## src/hdl/mexp_pkg.sv

```systemverilog
// Shared types and default widths for the modular exponentiation core.
`timescale 1ns / 1ps

package mexp_pkg;

   // default datapath widths
   localparam int unsigned MOD_WIDTH_DEF = 32;
   localparam int unsigned EXP_WIDTH_DEF = 64;

   // fixed field widths of the item ports
   localparam int unsigned BASE_WIDTH   = 32;
   localparam int unsigned EXPO_WIDTH   = 64;
   localparam int unsigned MODIN_WIDTH  = 32;
   localparam int unsigned RESULT_WIDTH = 32;

   typedef struct packed {
      logic [BASE_WIDTH-1:0]  base_value;
      logic [EXPO_WIDTH-1:0]  exponent;
      logic [MODIN_WIDTH-1:0] modulus;
   } req_type;

   typedef struct packed {
      logic [RESULT_WIDTH-1:0] result_value;
      logic                    bad_modulus;
   } rsp_type;

endpackage

```

## src/hdl/mexp_modred.sv

```systemverilog
// Bit-serial restoring reduction of a value modulo the modulus, one bit per cycle.
`timescale 1ns / 1ps

module mexp_modred #(
   parameter int unsigned MOD_WIDTH = mexp_pkg::MOD_WIDTH_DEF
) (
   input  logic                 clock,
   input  logic                 reset,
   input  logic                 start,
   input  logic [MOD_WIDTH-1:0] dividend,
   input  logic [MOD_WIDTH-1:0] modulus,
   output logic                 done,
   output logic [MOD_WIDTH-1:0] remainder
);

   localparam int unsigned CNT_WIDTH = $clog2(MOD_WIDTH + 1);

   logic                 run_ff, run_in;
   logic                 done_ff, done_in;
   logic [CNT_WIDTH-1:0] cnt_ff, cnt_in;
   logic [MOD_WIDTH-1:0] rem_ff, rem_in;
   logic [MOD_WIDTH-1:0] div_ff, div_in;

   logic [MOD_WIDTH:0]   trial;
   logic [MOD_WIDTH:0]   trial_sub;
   logic                 last_step;

   // shift the next dividend bit into the partial remainder and subtract if it fits
   assign trial     = {rem_ff, div_ff[MOD_WIDTH-1]};
   assign trial_sub = trial - {1'b0, modulus};
   assign last_step = (cnt_ff == CNT_WIDTH'(MOD_WIDTH - 1));

   always_comb begin
      run_in  = run_ff;
      done_in = 1'b0;
      cnt_in  = cnt_ff;
      rem_in  = rem_ff;
      div_in  = div_ff;
      if (start) begin
         run_in = 1'b1;
         cnt_in = '0;
         rem_in = '0;
         div_in = dividend;
      end else if (run_ff) begin
         if (trial >= {1'b0, modulus}) begin
            rem_in = trial_sub[MOD_WIDTH-1:0];
         end else begin
            rem_in = trial[MOD_WIDTH-1:0];
         end
         div_in = div_ff << 1;
         cnt_in = cnt_ff + CNT_WIDTH'(1);
         if (last_step) begin
            run_in  = 1'b0;
            done_in = 1'b1;
         end
      end
   end

   always_ff @(posedge clock) begin
      if (reset) begin
         run_ff  <= 1'b0;
         done_ff <= 1'b0;
      end else begin
         run_ff  <= run_in;
         done_ff <= done_in;
      end
      cnt_ff <= cnt_in;
      rem_ff <= rem_in;
      div_ff <= div_in;
   end

   assign done      = done_ff;
   assign remainder = rem_ff;

endmodule

```

## src/hdl/mexp_modmul.sv

```systemverilog
// Bit-serial modular multiplier: double and conditional add, one half-step per cycle.
`timescale 1ns / 1ps

module mexp_modmul #(
   parameter int unsigned MOD_WIDTH = mexp_pkg::MOD_WIDTH_DEF
) (
   input  logic                 clock,
   input  logic                 reset,
   input  logic                 start,
   input  logic [MOD_WIDTH-1:0] op_a,
   input  logic [MOD_WIDTH-1:0] op_b,
   input  logic [MOD_WIDTH-1:0] modulus,
   output logic                 done,
   output logic [MOD_WIDTH-1:0] product
);

   localparam int unsigned CNT_WIDTH = $clog2(MOD_WIDTH + 1);

   logic                 run_ff, run_in;
   logic                 done_ff, done_in;
   logic                 phase_ff, phase_in;
   logic [CNT_WIDTH-1:0] cnt_ff, cnt_in;
   logic [MOD_WIDTH-1:0] acc_ff, acc_in;
   logic [MOD_WIDTH-1:0] a_ff, a_in;
   logic [MOD_WIDTH-1:0] b_ff, b_in;

   logic [MOD_WIDTH-1:0] a_red;
   logic [MOD_WIDTH-1:0] addend;
   logic                 add_en;
   logic [MOD_WIDTH:0]   sum;
   logic [MOD_WIDTH:0]   sum_sub;
   logic                 last_step;

   // fold operand a below the modulus (it is never more than twice it)
   assign a_red = (op_a >= modulus) ? (op_a - modulus) : op_a;

   // phase 0 doubles the accumulator, phase 1 adds a when the next b bit is set
   assign addend    = phase_ff ? a_ff : acc_ff;
   assign add_en    = phase_ff ? b_ff[MOD_WIDTH-1] : 1'b1;
   assign sum       = {1'b0, acc_ff} + {1'b0, addend};
   assign sum_sub   = sum - {1'b0, modulus};
   assign last_step = phase_ff && (cnt_ff == CNT_WIDTH'(MOD_WIDTH - 1));

   always_comb begin
      run_in   = run_ff;
      done_in  = 1'b0;
      phase_in = phase_ff;
      cnt_in   = cnt_ff;
      acc_in   = acc_ff;
      a_in     = a_ff;
      b_in     = b_ff;
      if (start) begin
         run_in   = 1'b1;
         phase_in = 1'b0;
         cnt_in   = '0;
         acc_in   = '0;
         a_in     = a_red;
         b_in     = op_b;
      end else if (run_ff) begin
         if (add_en) begin
            if (sum >= {1'b0, modulus}) begin
               acc_in = sum_sub[MOD_WIDTH-1:0];
            end else begin
               acc_in = sum[MOD_WIDTH-1:0];
            end
         end
         phase_in = ~phase_ff;
         if (phase_ff) begin
            b_in   = b_ff << 1;
            cnt_in = cnt_ff + CNT_WIDTH'(1);
         end
         if (last_step) begin
            run_in  = 1'b0;
            done_in = 1'b1;
         end
      end
   end

   always_ff @(posedge clock) begin
      if (reset) begin
         run_ff  <= 1'b0;
         done_ff <= 1'b0;
      end else begin
         run_ff  <= run_in;
         done_ff <= done_in;
      end
      phase_ff <= phase_in;
      cnt_ff   <= cnt_in;
      acc_ff   <= acc_in;
      a_ff     <= a_in;
      b_ff     <= b_in;
   end

   assign done    = done_ff;
   assign product = acc_ff;

endmodule

```

## src/hdl/modular_exponentiation_core.sv

```systemverilog
// Top level: right-to-left square-and-multiply sequencer around bit-serial units.
// A zero modulus answers in the cycle after accept.
// A new item is taken only while idle (busy low); each exponent bit costs one pass of the two
//   bit-serial multipliers (square and multiply run side by side).
// Reset clears the sequencer and the strobe; the receiver cannot stall, so each
//   result is shown for one cycle only.
`timescale 1ns / 1ps

module modular_exponentiation_core #(
   parameter int unsigned MOD_WIDTH = mexp_pkg::MOD_WIDTH_DEF,
   parameter int unsigned EXP_WIDTH = mexp_pkg::EXP_WIDTH_DEF
) (
   input  logic              clock,
   input  logic              reset,
   input  logic              start,
   output logic              busy,
   input  mexp_pkg::req_type req_data,
   output logic              rsp_strobe,
   output mexp_pkg::rsp_type rsp_data
);

   localparam int unsigned BCNT_WIDTH = $clog2(EXP_WIDTH + 1);
   localparam int unsigned RES_WIDTH  = mexp_pkg::RESULT_WIDTH;

   typedef enum logic [3:0] {
      ST_IDLE   = 4'b0001,
      ST_REDUCE = 4'b0010,
      ST_LAUNCH = 4'b0100,
      ST_WAIT   = 4'b1000
   } state_type;

   state_type             state_ff, state_in;
   logic [MOD_WIDTH-1:0]  m_ff, m_in;
   logic [EXP_WIDTH-1:0]  exp_ff, exp_in;
   logic [MOD_WIDTH-1:0]  res_ff, res_in;
   logic [MOD_WIDTH-1:0]  pw_ff, pw_in;
   logic [BCNT_WIDTH-1:0] bit_cnt_ff, bit_cnt_in;
   logic                  rsp_strobe_ff, rsp_strobe_in;
   mexp_pkg::rsp_type     rsp_ff, rsp_in;

   logic                  accept;
   logic [MOD_WIDTH-1:0]  req_base;
   logic [MOD_WIDTH-1:0]  req_mod;
   logic [EXP_WIDTH-1:0]  req_exp;
   logic                  red_start;
   logic                  red_done;
   logic [MOD_WIDTH-1:0]  red_rem;
   logic                  mul_start;
   logic                  sq_done;
   logic [MOD_WIDTH-1:0]  sq_prod;
   logic                  ml_done;
   logic [MOD_WIDTH-1:0]  ml_prod;
   logic [MOD_WIDTH-1:0]  res_next;

   // take the low bits of each field that the datapath uses
   assign req_base  = MOD_WIDTH'(req_data.base_value);
   assign req_mod   = MOD_WIDTH'(req_data.modulus);
   assign req_exp   = EXP_WIDTH'(req_data.exponent);

   assign busy      = (state_ff != ST_IDLE);
   assign accept    = start && !busy;
   assign red_start = accept && (req_mod != '0);
   assign mul_start = (state_ff == ST_LAUNCH);
   assign res_next  = exp_ff[0] ? ml_prod : res_ff;

   // reduce the base modulo the modulus
   mexp_modred #(
      .MOD_WIDTH (MOD_WIDTH)
   ) u_modred (
      .clock     (clock),
      .reset     (reset),
      .start     (red_start),
      .dividend  (req_base),
      .modulus   (m_ff),
      .done      (red_done),
      .remainder (red_rem)
   );

   // square the running power
   mexp_modmul #(
      .MOD_WIDTH (MOD_WIDTH)
   ) u_square (
      .clock   (clock),
      .reset   (reset),
      .start   (mul_start),
      .op_a    (pw_ff),
      .op_b    (pw_ff),
      .modulus (m_ff),
      .done    (sq_done),
      .product (sq_prod)
   );

   // multiply the result by the running power; kept only for a set exponent bit
   mexp_modmul #(
      .MOD_WIDTH (MOD_WIDTH)
   ) u_multiply (
      .clock   (clock),
      .reset   (reset),
      .start   (mul_start),
      .op_a    (res_ff),
      .op_b    (pw_ff),
      .modulus (m_ff),
      .done    (ml_done),
      .product (ml_prod)
   );

   // sequence: reduce, then one square-and-multiply pass per exponent bit; a zero modulus is flagged straight from idle
   always_comb begin
      state_in      = state_ff;
      m_in          = m_ff;
      exp_in        = exp_ff;
      res_in        = res_ff;
      pw_in         = pw_ff;
      bit_cnt_in    = bit_cnt_ff;
      rsp_strobe_in = 1'b0;
      rsp_in        = rsp_ff;
      unique case (state_ff)
         ST_IDLE: begin
            if (accept) begin
               m_in   = req_mod;
               exp_in = req_exp;
               if (req_mod == '0) begin
                  rsp_strobe_in       = 1'b1;
                  rsp_in.result_value = '0;
                  rsp_in.bad_modulus  = 1'b1;
               end else begin
                  state_in = ST_REDUCE;
               end
            end
         end
         ST_REDUCE: begin
            if (red_done) begin
               pw_in      = red_rem;
               res_in     = MOD_WIDTH'(1);
               bit_cnt_in = '0;
               state_in   = ST_LAUNCH;
            end
         end
         ST_LAUNCH: begin
            state_in = ST_WAIT;
         end
         ST_WAIT: begin
            if (sq_done) begin
               pw_in  = sq_prod;
               res_in = res_next;
               exp_in = exp_ff >> 1;
               if (bit_cnt_ff == BCNT_WIDTH'(EXP_WIDTH - 1)) begin
                  rsp_strobe_in       = 1'b1;
                  rsp_in.result_value = RES_WIDTH'(res_next);
                  rsp_in.bad_modulus  = 1'b0;
                  state_in            = ST_IDLE;
               end else begin
                  bit_cnt_in = bit_cnt_ff + BCNT_WIDTH'(1);
                  state_in   = ST_LAUNCH;
               end
            end
         end
         default: begin
            state_in = ST_IDLE;
         end
      endcase
   end

   always_ff @(posedge clock) begin
      if (reset) begin
         state_ff      <= ST_IDLE;
         rsp_strobe_ff <= 1'b0;
      end else begin
         state_ff      <= state_in;
         rsp_strobe_ff <= rsp_strobe_in;
      end
      m_ff       <= m_in;
      exp_ff     <= exp_in;
      res_ff     <= res_in;
      pw_ff      <= pw_in;
      bit_cnt_ff <= bit_cnt_in;
      rsp_ff     <= rsp_in;
   end

   assign rsp_strobe = rsp_strobe_ff;
   assign rsp_data   = rsp_ff;

   // a zero modulus answers at once with the error flag
   a_bad_modulus_reply: assert property (@(posedge clock) disable iff (reset)
      (accept && (req_mod == '0)) |=> (rsp_strobe && rsp_data.bad_modulus))
      else $error("zero modulus did not give an immediate flagged item");

   // a flagged item always carries a zero result
   a_bad_modulus_zero: assert property (@(posedge clock) disable iff (reset)
      (rsp_strobe && rsp_data.bad_modulus) |-> (rsp_data.result_value == '0))
      else $error("flagged item with nonzero result");

   // the two multipliers run in lockstep
   a_units_lockstep: assert property (@(posedge clock) disable iff (reset)
      sq_done == ml_done)
      else $error("square and multiply units out of step");

   // operands stay reduced at every launch
   a_operands_reduced: assert property (@(posedge clock) disable iff (reset)
      (state_ff == ST_LAUNCH) |-> ((pw_ff < m_ff) && ((res_ff < m_ff) || (res_ff == MOD_WIDTH'(1)))))
      else $error("operand not reduced below the modulus");

endmodule
```

## config.mk

```make
export PLATFORM = sky130hd
export DESIGN_NAME = modular_exponentiation_core
export DESIGN_NICKNAME = d
export VERILOG_FILES = /design/src/hdl/mexp_pkg.sv /design/src/hdl/mexp_modred.sv /design/src/hdl/mexp_modmul.sv /design/src/hdl/modular_exponentiation_core.sv
export SDC_FILE = /design/constraint.sdc
export NUM_CORES = 1
export LEC_CHECK = 0
export BUFFER_PORTS_ARGS = -buffer_cell sky130_fd_sc_hd__buf_2
export CORE_ASPECT_RATIO = 2
export CORE_MARGIN = 3
export CORE_UTILIZATION = 63
export CTS_CLUSTER_DIAMETER = 200
export CTS_CLUSTER_SIZE = 14
export DETAILED_ROUTE_END_ITERATION = 8
export PLACE_DENSITY = 0.86
export SKIP_CTS_REPAIR_TIMING = 1
export SLEW_MARGIN = 20
export SYNTH_ARGS = -nofsm -noshare
export SYNTH_HDL_FRONTEND = slang
export SYNTH_HIERARCHICAL = 1
export SYNTH_SLANG_ARGS = --single-unit
```

## constraint.sdc

```tcl
create_clock -name clock -period 10.8 [get_ports clock]
set_input_delay 0.54 -clock clock [delete_from_list [all_inputs] [get_ports clock]]
set_output_delay 0.54 -clock clock [all_outputs]
set_load 0.005 [all_outputs]
```

-- Word-level counts from Yosys, hierarchy flattened
Index checks and enable logic that the tools add are counted.
- input bits: 131
- register bits: 486
- output and inout port bits: 35
- reductions and logical operators: 28
- muxes and demuxes: 58
- bitwise gates (word level): 4
- add/subtract/negate cells: 11
- equal/unequal tests: 16
- magnitude comparators: 5
- operators with widths (operator ; number):
    $mux W32 ; 20
    $sub A32 B32 Y32 ; 5
    $mux W33 ; 4
    $mux W64 ; 2
    $pmux W32 S2 ; 2
    $pmux W64 S2 ; 1
    $ge A33 B32 Y1 ; 3
    $add A32 B32 Y33 ; 2
    $pmux W33 S2 ; 1
    $ge A32 B32 Y1 ; 2
    $logic_not A32 Y1 ; 1
    $reduce_bool A32 Y1 ; 1
    $mux W7 ; 3
    $add A6 B1 Y6 const B ; 3
    $eq A6 B5 Y1 const B ; 3
    $mux W1 ; 17
    $mux W4 ; 4
    $pmux W4 S4 ; 1
    $pmux W7 S2 ; 1
    $reduce_and A2 Y1 ; 7
    $reduce_bool A2 Y1 ; 7
    $ne A2 B2 Y1 const B ; 5
    $reduce_and A4 Y1 ; 2
    $add A7 B1 Y7 const B ; 1
    15 further kinds ; 24

-- Logic depth before layout (Yosys ltp)
Gate-level depths: netlist of the first run.
- depth after elaboration: 5
- mapped depth: 26

-- Cells and area by module
Netlist of the first run, hierarchy kept.
- modules (own cells, without submodules) (module ; times used ; seq. area each (um^2) ; area an instance (um^2) ; cells each):
    mexp_modmul (u_multiply) ; 1 ; 2742.6 ; 10647.7 ; 1260
    mexp_modmul (u_square) ; 1 ; 2742.6 ; 9714.3 ; 1110
    modular_exponentiation_core ; 1 ; 6105.9 ; 8205.4 ; 656
    mexp_modred ; 1 ; 1761.7 ; 4978.5 ; 532

-- Worst setup path after synthesis of the first run
OpenSTA, ideal clock, no wires.
- path type: register -> register
- from: register u_square.phase_ff
- to: register u_square.acc_ff[2], in the netlist u_square/product[2]
- arrival: 5.451 ns
- clock period less this slack: 5.583 ns
- setup time: 0.132 ns
- slack: 5.217 ns
- stages on the path, launching flop included: 26
- data required time: 10.668 ns
- path buffers: 4
- cells stage by stage: dfxtp_1 -> clkbuf_1 -> clkbuf_1 -> mux2_2 -> ha_1 -> a21o_1 -> a221oi_4 -> a21oi_1 -> nand2_1 -> nor2_1 -> or4_4 -> a311oi_2 -> xnor2_1 -> ha_1 -> nand3_1 -> or4_1 -> o31ai_1 -> a21oi_1 -> o21ai_1 -> a21oi_1 -> and3_1 -> buf_6 -> buf_6 -> mux2_1 -> nand2_1 -> a21oi_1
- longest elaborated chain between the ends: 4
- elaborated cells on any way between the ends: 7
- ends and longest elaborated chain (item ; RTL line ; source):
    start: declaration ; mexp_modmul.sv:21 ; logic phase_ff, phase_in;
    start signal: assignment ; mexp_modmul.sv:87 ; phase_ff <= phase_in;
    $mux W32 ; mexp_modmul.sv:38 ; assign addend = phase_ff ? a_ff : acc_ff;
    $add A32 B32 Y33 ; mexp_modmul.sv:40 ; assign sum = {1'b0, acc_ff} + {1'b0, addend};
    $sub A32 B32 Y32 / $ge A33 B32 Y1 (equally long branches) ; mexp_modmul.sv:41, mexp_modmul.sv:61 ;
    $mux W32 ; mexp_modmul.sv:61 ; if (sum >= {1'b0, modulus}) begin
    end signal: assignment ; mexp_modmul.sv:89 ; acc_ff <= acc_in;
    end: declaration ; mexp_modmul.sv:23 ; logic [MOD_WIDTH-1:0] acc_ff, acc_in;
Several ways; a longest one is shown, not always the timed one.
A chain may end at the register's enable or synchronous reset.

-- Worst setup path after layout of the first run
- from: register u_multiply.phase_ff
- to: register u_multiply.acc_ff[27], in the netlist u_multiply/product[27]
- longest elaborated chain between the ends: 4
- elaborated cells on any way between the ends: 7
- ends and longest elaborated chain (item ; RTL line):
    start: declaration ; mexp_modmul.sv:21
    start signal: assignment ; mexp_modmul.sv:87
    $mux W32 ; mexp_modmul.sv:38
    $add A32 B32 Y33 ; mexp_modmul.sv:40
    $sub A32 B32 Y32 / $ge A33 B32 Y1 (equally long branches) ; mexp_modmul.sv:41, mexp_modmul.sv:61
    $mux W32 ; mexp_modmul.sv:61
    end signal: assignment ; mexp_modmul.sv:89
    end: declaration ; mexp_modmul.sv:23
Several ways; a longest one is shown, not always the timed one.

==> run_results.csv, run 1 <==
group,metric,value,unit
status,status,"completed",
clocking,clk_latency,580,ps
floorplan,pin_count,166,
sta,clock_skew,18.4,ps
place,gp_congestion,0.989,
sta,hold_violations,0,
synthesis,syn_avg_cell_area,9.43,um2
place,dpl_worst_slack,3990,ps
hold_path,hold_class,"in2reg",
worst_setup_path,endpoint_kind,"flip-flop",
worst_setup_path,max_stage_delay,780,ps
detailed_routing,wl_met2,51000,um
global_routing,antenna_found_initial,1,
floorplan,coreArea,52700,um2
hold_path,whs_path_depth,1,
synthesis,netlist_instances,3556,
worst_setup_path,required,11280,ps
worst_setup_path,worstSetupPathType,"reg2reg",
power_and_ir_drop,p_total,9.92,mW
global_routing,grt_usage,0.345,
sta,final-setup-viol-count,0,
power_and_ir_drop,ir_drop,0.000197,V
sta,slew_headroom,0.288,
power_and_ir_drop,p_switching,4.51,mW
sta,fmax,144,MHz
worst_setup_path,ff2ff_path_depth,19,
worst_setup_path,cp_max_fo,37,
place,dp.cells,4277,
detailed_routing,drt_iter0_drc,1936,
sta,maxSlewViolCount,0,
sta,fin_crit,6940,ps
final_layout,fin_util,0.683,
detailed_routing,wirelength,98500,um
clocking,numClockSinks,486,
final_layout,drive_gt1_frac,0.132,
power_and_ir_drop,power.share.combinational,0.587,
hold_path,min_from,"req_data[9]",
floorplan,start_util,0.636,
final_layout,syn2layout_area_growth,7.40,%
worst_setup_path,cp_cell_sequence,"buf_4 -> mux2_2 -> ha_1 -> fa_1 -> a211oi_1 -> o21a_1 -> nor2_1 -> o41ai_1 -> nor3_1 -> nor3_1 -> ha_1 -> a21oi_1 -> o211ai_1 -> o21ai_0 -> o211ai_1 -> o211a_1 -> nor2_2 -> nor2_1 -> a2111oi_2",
synthesis,synth_nets,3922,
clocking,clk_pin_slew,70,ps
worst_setup_path,cp_slowest_cell,"nor2_2",
clocking,cts_buffer_depth,3,
clocking,cts_max_level,2,
floorplan,die_area,56200,um2
floorplan,die_y,332,um
detailed_routing,met3WireLength,4260,um
floorplan,die_x,169,um
synthesis,ys_warn_count,6,
final_layout,top_register,"exp_ff",
sta,setup_tns,0,ps
global_routing,grt_pass1_vias,28600,
flow_run,max_cap_viol_count,0,
synthesis,synth_area,33500,um2
global_routing,grt_max_degree,88,
global_routing,grt_pass1_wl,152000,um
global_routing,gr-total-overflow,0,
clocking,cts-root-buf,"clkbuf_16",
detailed_routing,top_layer,"met4",
power_and_ir_drop,p_int,5.41,mW
final_layout,fin_cells,4350,
final_layout,num_antenna_cells,0,
worst_setup_path,regToRegSetupSlack,3860,ps
clocking,cts_tree,"done",
sta,layout_setup_ws,3860,ps
clocking,numCtsBuffers,40,
place,dp_hpwl,77400,um
worst_setup_path,r2r-end,"u_multiply/product[27]",
hold_path,whs_endpoint,"m_ff[9]",
power_and_ir_drop,pwr-share-clk,0.144,
detailed_routing,antenna_left,0,
place,io_buffers,165,
worst_setup_path,regToRegStartpoint,"u_multiply/phase_ff",
final_layout,nets,4020,
floorplan,rows,119,
sta,timing.final.crit_share,0.642,
sta,worstMarginPinSlew,1070,ps
detailed_routing,drt-pass1-iter-count,5,
power_and_ir_drop,p_leak,14.9,nW
final_layout,largest_reg_flops,64,
detailed_routing,via_per_inst,6.41,
power_and_ir_drop,sequentialPowerShare,0.269,
sta,rsz0062_at_grt,"false",
detailed_routing,drcViolationCount,0,
detailed_routing,vias,27900,
detailed_routing,wirelength_met1,33500,um
worst_setup_path,startpoint,"u_multiply/phase_ff",
power_and_ir_drop,power.density,276,nW/um2
worst_setup_path,arrival,7420,ps
detailed_routing,wl_per_cell,22.6,um
power_and_ir_drop,switching_share,0.454,
worst_setup_path,cp-start-kind,"flip-flop",
-- power by group through the flow --
| stage | registers (mW) | logic, mW | clock network [mW] |
|---|---|---|---|
| 2_1_floorplan | 2.60 | 4.37 | 0 |
| 3_3_place_gp | 2.69 | 5.62 | 0 |
| 3_5_place_dp | 2.70 | 5.69 | 0 |
| 4_1_cts | 2.66 | 5.71 | 1.46 |
| 5_1_grt | 2.70 | 6.32 | 1.52 |
| 6_report | 2.67 | 5.82 | 1.43 |
-- layout by cell type, fill, tap and decap left out, types with 10 or more instances in the layout --
master,instances
nor2_1,277
o31ai_1,14
inv_1,165
buf_4,27
or3_1,18
and3_1,30
o21ai_1,16
ha_1,228
a21boi_0,10
o21ai_0,166
nor2b_1,25
a31oi_1,32
o211ai_1,30
a21o_1,86
nor3_1,46
a211oi_1,84
o21a_1,46
nand4_1,37
xor2_1,66
and2_1,41
nand3_1,69
clkbuf_1,29
or2_2,12
xnor2_1,123
nand2b_1,33
buf_2,165
mux2_2,170
mux2i_1,72
edfxtp_1,360
nor4_1,15
a21oi_1,232
o21bai_1,32
a311oi_1,23
nand2_1,517
dfxtp_1,125
o2111ai_1,10
clkbuf_16,43
-- area by class of cell --
class / instances / area [um2]
Clock inverter: 1 / 16.3
Tap cell: 665 / 832
Multi-Input combinational cell: 2765 / 19000
Inverter: 169 / 644
Timing Repair Buffer: 192 / 1030
Fill cell: 4186 / 16700
Clock buffer: 72 / 1180
Sequential cell: 486 / 13300
-- critical path, delay by kind of cell, from the launching register on --
family / cells / cell delay (ps)
AOI/OAI and AO/OA: 9 / 3050
adders and majority gates: 3 / 1030
buffers and inverters: 1 / 440
DFF: 1 / 330
muxes: 1 / 400
and+or+nand+nor: 5 / 1540
-- per-stage QoR --
stage	hold slack, ps	area, um2
CTS	131	36000
global route	140	36000
floorplan	453	33500
detailed placement	468	34800
finish	160	36000
global placement	461	34800
-- per-layer routing --
layer	track usage	up-vias
li1	-	13300
met1	0.343	13200
met2	0.635	968
met3	0.0376	356
met4	0.278	0
met5	0	-
-- worst max-delay path by stage --
stage | to | slack [ps] | cells after the start
floorplan | u_square/product[2] | 5220 | 25
global placement | u_square/product[2] | 4130 | 24
detailed placement | u_multiply/product[27] | 3990 | 19
CTS | u_multiply/product[27] | 3970 | 19
global route | u_multiply/product[27] | 3400 | 19
finish | u_multiply/product[27] | 3860 | 19
No activity file was read; power rests on OpenSTA's default activity.
==> inputs of run 2 (changes only) <==
==> constraint.sdc (replaced) <==
create_clock -name clock -period 6.5 [get_ports clock]
set_input_delay 0.325 -clock clock [delete_from_list [all_inputs] [get_ports clock]]
set_output_delay 0.325 -clock clock [all_outputs]
set_load 0.005 [all_outputs]
==> run_results.csv, run 2 (synthesized netlist as in run 1, its figures left out) <==
group,metric,value,unit
clocking,cts_max_level,2,
floorplan,start_util,0.636,
place,place_area,35000,um2
final_layout,drive_gt1_frac,0.139,
final_layout,mostFrequentLayoutCells,"517 x nand2_1, 360 x edfxtp_1, 276 x nor2_1",
worst_setup_path,cp_num_buf_inv,2,
power_and_ir_drop,ir_drop,0.000311,V
power_and_ir_drop,p_leak,15.2,nW
global_routing,antenna_found_initial,3,
worst_setup_path,worstSetupPathType,"reg2reg",
sta,layout_setup_ws,405,ps
final_layout,fillerInstances,4203,
floorplan,die_y,332,um
worst_setup_path,cp_top_family,"compound AO/OA/AOI/OAI gates",
detailed_routing,antenna_left,0,
power_and_ir_drop,power.density,456,nW/um2
clocking,cts-root-buf,"clkbuf_16",
global_routing,grt_pass1_vias,29300,
floorplan,coreArea,52700,um2
worst_setup_path,cp_slowest_cell,"or4_1",
sta,fmax,164,MHz
clocking,numCtsBuffers,40,
hold_path,hold_class,"in2reg",
floorplan,die_x,169,um
status,status,"completed",
detailed_routing,drt-pass1-iter-count,6,
detailed_routing,top_layer,"met4",
detailed_routing,met3WireLength,4700,um
flow_run,max_cap_viol_count,0,
sta,slew_headroom,0.298,
worst_setup_path,cp_cell_sequence,"buf_4 -> mux2_2 -> ha_1 -> a21oi_1 -> o211ai_1 -> a21oi_1 -> o221a_2 -> nor2_1 -> o21a_1 -> o21a_1 -> or3_1 -> and2_1 -> ha_1 -> nand3_1 -> or4_1 -> o31ai_1 -> a21oi_1 -> o21ai_1 -> a21oi_1 -> and3_4 -> buf_4 -> nor2_1 -> a21oi_1 -> a211oi_1",
sta,worstMarginPinSlew,1040,ps
detailed_routing,via_per_inst,6.47,
detailed_routing,drcViolationCount,0,
global_routing,grt_pass1_wl,153000,um
final_layout,fin_util,0.693,
sta,hold_violations,0,
floorplan,die_area,56200,um2
place,gp_congestion,1.02,
detailed_routing,drt_iter0_drc,1949,
worst_setup_path,cp-start-kind,"flip-flop",
place,dp_hpwl,77200,um
floorplan,rows,119,
final_layout,nets,4081,
clocking,cts_tree,"done",
clocking,clk_pin_slew,70,ps
final_layout,largest_reg_flops,64,
final_layout,final_common_cell,"nand2_1",
detailed_routing,wl_met2,52700,um
detailed_routing,wirelength,100000,um
place,dpl_worst_slack,285,ps
clocking,cts_buffer_depth,3,
global_routing,grt_max_degree,95,
final_layout,final_area,36500,um2
clocking,clk_latency,590,ps
final_layout,top_register,"exp_ff",
final_layout,syn2layout_area_growth,9.00,%
sta,fin_crit,6090,ps
sta,whs,0.461,ps
power_and_ir_drop,p_total,16.7,mW
global_routing,gr-total-overflow,0,
sta,maxSlewViolCount,0,
clocking,numClockSinks,486,
place,io_buffers,165,
detailed_routing,wirelength_met1,34100,um
worst_setup_path,arrival,6580,ps
global_routing,grt_usage,0.348,
sta,rsz0062_at_grt,"false",
sta,timing.final.crit_share,0.938,
sta,clock_skew,26.6,ps
worst_setup_path,required,6990,ps
final_layout,fin_cells,4411,
worst_setup_path,cp_max_fo,31,
sta,final-setup-viol-count,0,
worst_setup_path,max_stage_delay,560,ps
detailed_routing,wl_per_cell,22.8,um
worst_setup_path,endpoint_kind,"flip-flop",
detailed_routing,vias,28500,
sta,setup_tns,0,ps
floorplan,pin_count,166,
place,dp.cells,4306,
worst_setup_path,cpMostUsedCell,"a21oi_1",
## run 2: worst paths after layout
kind | start | slack (ps) | cells after the start | to
worst max-delay path | u_square/phase_ff | 410 | 24 | u_square/product[11]
worst min-delay path | req_data[32] | 0.5 | 3 | exp_ff[0]
worst max register to register | u_square/phase_ff | 410 | 24 | u_square/product[11]
worst min register to register | u_multiply/cnt_ff[1] | 490 | 2 | u_multiply/cnt_ff[1]
## run 2: routing by layer
| metal | vias up | track usage |
|---|---|---|
| met5 | - | 0 |
| met4 | 0 | 0.262 |
| met3 | 413 | 0.0388 |
| met2 | 1180 | 0.643 |
| met1 | 13500 | 0.351 |
| li1 | 13400 | - |
## run 2: area by class of cell
type | instances | area [um2] | share of cell area
antenna | 1 | 2.50 | 0.0000685
clock buffer | 70 | 1160 | 0.0316
clock inverter | 2 | 17.5 | 0.000479
inverter | 169 | 644 | 0.0176
multi-input combinational | 2765 | 19000 | 0.519
sequential | 486 | 13300 | 0.365
tap | 665 | 832 | 0.0228
timing repair buffer | 253 | 1580 | 0.0432
## run 2: power breakdown
part / leakage, nW / switching, mW / internal (mW)
clock network: 0.560 / 1.16 / 1.21
registers: 4.36 / 0.454 / 4.01
logic: 10.3 / 5.96 / 3.88
## run 2: worst reg2reg max path, delay by kind of cell, from the launching register on
family	cells	cell delay, ps
flops	1	520
fa+ha+maj	2	690
buf+inv	2	480
compound gates	12	2330
simple gates	7	1650
mux	1	340
